### config.mk
export PLATFORM = sky130hd
export DESIGN_NAME = cccv_div
export DESIGN_NICKNAME = d
export VERILOG_FILES = /design/src/sv/cccv_pkg.sv /design/src/sv/cccv_div.sv
export SDC_FILE = /design/constraint.sdc
export NUM_CORES = 1
export LEC_CHECK = 0
export BUFFER_PORTS_ARGS = -buffer_cell sky130_fd_sc_hd__buf_2
export CAP_MARGIN = 15
export CORE_UTILIZATION = 30
export CTS_BUF_LIST = sky130_fd_sc_hd__clkbuf_4 sky130_fd_sc_hd__clkbuf_8 sky130_fd_sc_hd__clkbuf_16
export CTS_CLUSTER_DIAMETER = 30
export DETAILED_ROUTE_END_ITERATION = 16
export PLACE_DENSITY = 0.56
export SYNTH_ARGS = -nofsm -noshare
export SYNTH_HDL_FRONTEND = slang
export SYNTH_SLANG_ARGS = --single-unit
### constraint.sdc
create_clock -name clk -period 5.86 [get_ports clk]
set_input_delay 0.293 -clock clk [delete_from_list [all_inputs] [get_ports clk]]
set_output_delay 0.293 -clock clk [all_outputs]
set_load 0.1 [all_outputs]
### src/sv/cccv_pkg.sv
package cccv_pkg;

	localparam int SAMPLE_WIDTH = 16;

	// reference path is at least as wide as the 16-bit voltage-loop clamp
	localparam int REF_W   = (SAMPLE_WIDTH > 16) ? SAMPLE_WIDTH : 16;
	localparam int ERR_W   = REF_W + 1;
	localparam int GAIN_W  = 16;
	localparam int PROD_W  = GAIN_W + 1 + ERR_W;
	localparam int ACC_W   = PROD_W + 1;
	localparam int INTEG_W = 32;

	localparam int CFG_W     = 16;
	localparam int CFG_IDX_W = 3;
	localparam int DUTY_W    = 15;
	localparam int MODE_W    = 2;
	localparam int DSUM_W    = 19;

	localparam int V_SHIFT    = 12;
	localparam int C_SHIFT    = 6;
	localparam int RATIO_FRAC = 14;
	localparam int RATIO_W    = 16;
	localparam int RATIO_CAP  = 32768;
	localparam int DUTY_ONE   = 16384;

	localparam int NUM_W     = SAMPLE_WIDTH + RATIO_FRAC;
	localparam int DIV_CNT_W = $clog2(NUM_W + 1);

	localparam logic signed [ACC_W-1:0] ACC_INT_MAX =
		{{(ACC_W - INTEG_W + 1){1'b0}}, {(INTEG_W - 1){1'b1}}};
	localparam logic signed [ACC_W-1:0] ACC_INT_MIN =
		{{(ACC_W - INTEG_W + 1){1'b1}}, {(INTEG_W - 1){1'b0}}};

	localparam logic [MODE_W-1:0] MODE_IDLE = 2'd0;
	localparam logic [MODE_W-1:0] MODE_CC   = 2'd1;
	localparam logic [MODE_W-1:0] MODE_CV   = 2'd2;

	localparam logic [CFG_IDX_W-1:0] CFG_KP_V    = 3'd0;
	localparam logic [CFG_IDX_W-1:0] CFG_KI_V    = 3'd1;
	localparam logic [CFG_IDX_W-1:0] CFG_VMAX    = 3'd2;
	localparam logic [CFG_IDX_W-1:0] CFG_KP_C    = 3'd3;
	localparam logic [CFG_IDX_W-1:0] CFG_KI_C    = 3'd4;
	localparam logic [CFG_IDX_W-1:0] CFG_CMIN    = 3'd5;
	localparam logic [CFG_IDX_W-1:0] CFG_CMAX    = 3'd6;
	localparam logic [CFG_IDX_W-1:0] CFG_END_CUR = 3'd7;

endpackage

### src/sv/cccv_div.sv
module cccv_div (
	input  logic                                clk,
	input  logic                                arst_n,
	input  logic                                start,
	input  logic [cccv_pkg::SAMPLE_WIDTH-1:0]   dividend,
	input  logic [cccv_pkg::SAMPLE_WIDTH-1:0]   divisor,
	output logic                                done,
	output logic [cccv_pkg::RATIO_W-1:0]        ratio
);
	import cccv_pkg::*;

	logic [NUM_W-1:0]        num_q;
	logic [SAMPLE_WIDTH-1:0] rem_q;
	logic [SAMPLE_WIDTH-1:0] den_q;
	logic [DIV_CNT_W-1:0]    cnt_q;
	logic                    busy_q;
	logic                    done_q;

	logic [SAMPLE_WIDTH:0] rem_sh;
	logic [SAMPLE_WIDTH:0] rem_sub;
	logic                  ge;

	// restoring division, one quotient bit per cycle shifted into num_q
	// a zero divisor yields all ones, which the cap below turns into 2.0
	assign rem_sh  = {rem_q, num_q[NUM_W-1]};
	assign ge      = rem_sh >= {1'b0, den_q};
	assign rem_sub = rem_sh - {1'b0, den_q};

	always_ff @(posedge clk or negedge arst_n) begin
		if (!arst_n) begin
			busy_q <= 1'b0;
			done_q <= 1'b0;
			cnt_q  <= '0;
		end else if (start) begin
			busy_q <= 1'b1;
			done_q <= 1'b0;
			cnt_q  <= DIV_CNT_W'(NUM_W);
		end else if (busy_q) begin
			cnt_q <= cnt_q - 1'b1;
			if (cnt_q == DIV_CNT_W'(1)) begin
				busy_q <= 1'b0;
				done_q <= 1'b1;
			end
		end
	end

	always_ff @(posedge clk) begin
		if (start) begin
			num_q <= {dividend, {RATIO_FRAC{1'b0}}};
			rem_q <= '0;
			den_q <= divisor;
		end else if (busy_q) begin
			num_q <= {num_q[NUM_W-2:0], ge};
			rem_q <= ge ? rem_sub[SAMPLE_WIDTH-1:0] : rem_sh[SAMPLE_WIDTH-1:0];
		end
	end

	assign done  = done_q;
	assign ratio = (num_q > NUM_W'(RATIO_CAP)) ? RATIO_W'(RATIO_CAP) : num_q[RATIO_W-1:0];

endmodule

==> flow_summary.toml <==
[clock_network]
cts_setup_buffers = 0
cts_tree = "built"
ctsResizeCount = 0
clk_latency_ns = 0.34
cts.sink_count = 69
ctsHoldBuffers = 1
cts_buffer_depth = 2
cts_made_buffers = 9
cts_root_buffer = "clkbuf_16"
htree_levels = 3
clkTransAtPathRegs_ns = 0.06

[floorplan]
chipHeight_um = 113
row_count = 40
io_pins = 52
core_area_um2 = 12000
die_w_um = 113
dieArea_um2 = 12700
start_util_pct = 30.7

[power_and_ir_drop]
power.clock.fraction_pct = 30.3
swShare_pct = 33.2
peakVddDrop_v = 0.000181
power_frac_seq_pct = 35.7
comb_power_share_pct = 33.9
p_int_uw = 1200
leakage_uw = 0.00205
p_per_area_nw_per_um2 = 411
p_sw_uw = 597

[cells_and_area]
diodes = 0
post-route-util_pct = 36.4
final_layout_size_suffix_gt1_share_pct = 17.9
layout.nets = 468
syn_to_final_growth_pct = 18.6
final_cells = 566

[timing]
finalHoldViolCount = 0
setup_viol_count_final = 0
setup_tns_ns = 0
grt_setup_unrepaired = "no"
skew_ns = 0.00510
slew-limit-headroom_pct = 29.1
post-route-min-period_ns = 3.03
fin_crit_sh_pct = 51.7
worst_slew_pin_slew_ns = 1.06
max_freq_ghz = 0.330
hold_slack_ns = 0.132
maxSlewViolCount = 0

[drt]
first_iter_violations = 87
wire_per_inst_um = 13.4
ant_nets = 0
routed-via-count = 2757
dr.pass1.iters = 4
vias_per_cell = 4.87
wl_mm = 7.56
drcViolationCount = 0

[synth]
yosysTopAreaCellShare_pct = 26.1
yosysUniqueCellTypes = 48
syn_nets = 423
ys_seq_area_share_pct = 47.1
ys_seq_elements = 69
avgSynthCellArea_um2 = 9.99
ys.flop_type = "edfxtp_1"
async_flop_share_pct = 10.1
syn_inst = 369
yosys.area.top_type = "edfxtp_1"
yosys-top-cells-count = "nor2_1, edfxtp_1, dfxtp_1"
ys_top_cells_by_area = "edfxtp_1, dfxtp_1, mux2i_1"
synth_edf_count = 32
synth.most_common_cell = "nor2_1"
synth.cell_area_um2 = 3680
yosys_warnings = 0

[global_routing]
grt_pass1_vias = 2662
grt_pass1_wl_mm = 12.6
track_usage_pct = 12.6
antenna_found_initial = 0
overflow = 0
grt_max_degree = 55

[setup_path]
cp.arrival_ns = 3.28
critPathKind = "reg2reg"
crit_chain = "inv_1 -> ha_1 -> nor2b_1 -> o31ai_2 -> a21oi_4 -> a21oi_1 -> o311a_1 -> or4b_1 -> a311oi_2"
crit_family = "compound AO/OA/AOI/OAI gates"
cp.required_ns = 6.11
crit_slowest_cell = "o311a_1"
critPathMaxStageDelay_ns = 0.69
path_buf_inv = 1
critPathLaunchType = "flop"
crit_path_end_kind = "flop"
crit_path_max_fanout = 21

[place]
dp_hpwl_mm = 5.17
place_inst = 549
gp_congestion = 0.785
placement.io_buffers = 51

[job]
cap_violations = 0

[outcome]
status = "finished, final reports clean"

[hold_path]
hold_path.class = "in2reg"
## cell type report
class / instances / area, um^2
tap: 147 / 184
multi-input combinational: 256 / 1780
inverter: 24 / 90.1
fill: 1229 / 7640
timing repair buffer: 54 / 280
clock inverter: 7 / 72.6
sequential: 69 / 1740
clock buffer: 9 / 225
## placed cells by master, fill, tap and decap left out, drive strengths merged, types with 3 or more instances in the layout
cell type / n
ha: 18
a21oi: 13
o21ai: 9
xnor2: 12
dfrtp: 7
nor2: 47
or2: 4
nand3: 7
a22o: 13
a21o: 4
mux2i: 26
nand2: 21
edfxtp: 32
nand2b: 5
inv: 26
nand4: 4
clkinv: 3
dfxtp: 30
and2: 14
clkbuf: 9
xor2: 5
nor3: 5
nor2b: 4
nor4: 8
buf: 53
a211oi: 15
## logic make-up (layout without fill, tap and decap cells)
logic type	Yosys count	in the layout	synth area share (%)
buffers and inverters	44	94	4.55
AO/OA/AOI/OAI	72	72	14.7
adder cells (fa/ha/maj)	19	19	6.66
AND/OR/NAND/NOR	122	122	15.9
multiplexers	26	26	7.06
XOR/XNOR	17	17	4.04
flip-flops	69	69	47.1
## flip-flops by register name (all words and copies together), names as in the netlist
register	cells
den_q	16
busy_q	1
num_q	30
rem_q	16
cnt_q	5
done	1
## through the flow
| step | setup WS, ns | area [um^2] | total power, uW |
|---|---|---|---|
| floorplan | 2.93 | 3680 | 1140 |
| global placement | 2.91 | 4060 | 1250 |
| detailed placement | 2.84 | 4060 | 1260 |
| CTS | 2.82 | 4370 | 1820 |
| global route | 2.61 | 4370 | 1910 |
| finish | 2.83 | 4370 | 1800 |
## power by group through the flow
| stage | Combinational (uW) | Clock (uW) | Sequential (uW) |
|---|---|---|---|
| global route | 681 | 579 | 653 |
| CTS | 612 | 564 | 642 |
| global placement | 599 | 0 | 650 |
| finish | 609 | 545 | 642 |
| detailed placement | 606 | 0 | 651 |
| floorplan | 509 | 0 | 633 |
## path summary, 6_finish.rpt
path	cells after the start	slack, ns	startpoint	endpoint
setup / recovery	9	2.83	den_q[1]$_DFFE_PP_	rem_q[15]$_SDFFE_PP0P_
hold / removal	1	0.13	divisor[4]	den_q[4]$_DFFE_PP_
hold reg to reg	2	0.50	done$_DFFE_PN0P_	done$_DFFE_PN0P_
max in group asynchronous	2	5.34	arst_n	busy_q$_DFF_PN0_
min in group asynchronous	2	0.34	arst_n	cnt_q[4]$_DFFE_PN0P_
setup reg to reg	9	2.83	den_q[1]$_DFFE_PP_	rem_q[15]$_SDFFE_PP0P_
## worst reg2reg max path: cells and delay by family, from the launching register on
kind / cells / cell delay [ns]
AO/OA/AOI/OAI: 5 / 1.36
adder cells (fa/ha/maj): 1 / 0.28
buffers and inverters: 1 / 0.05
flip-flops: 1 / 0.37
AND/OR/NAND/NOR: 2 / 0.89
## layer usage
| layer | wire length, um | track usage (%) | vias to the layer above | share of wire, % |
|---|---|---|---|---|
| li1 | - | - | 1412 | - |
| met1 | 3730 | 15.9 | 1284 | 49 |
| met2 | 3460 | 20.5 | 51 | 46 |
| met3 | 251 | 3.37 | 10 | 3.3 |
| met4 | 120 | 4.98 | 0 | 1.6 |
| met5 | 0 | 0 | - | 0 |
Note: power is estimated with default switching activity, not from simulation.
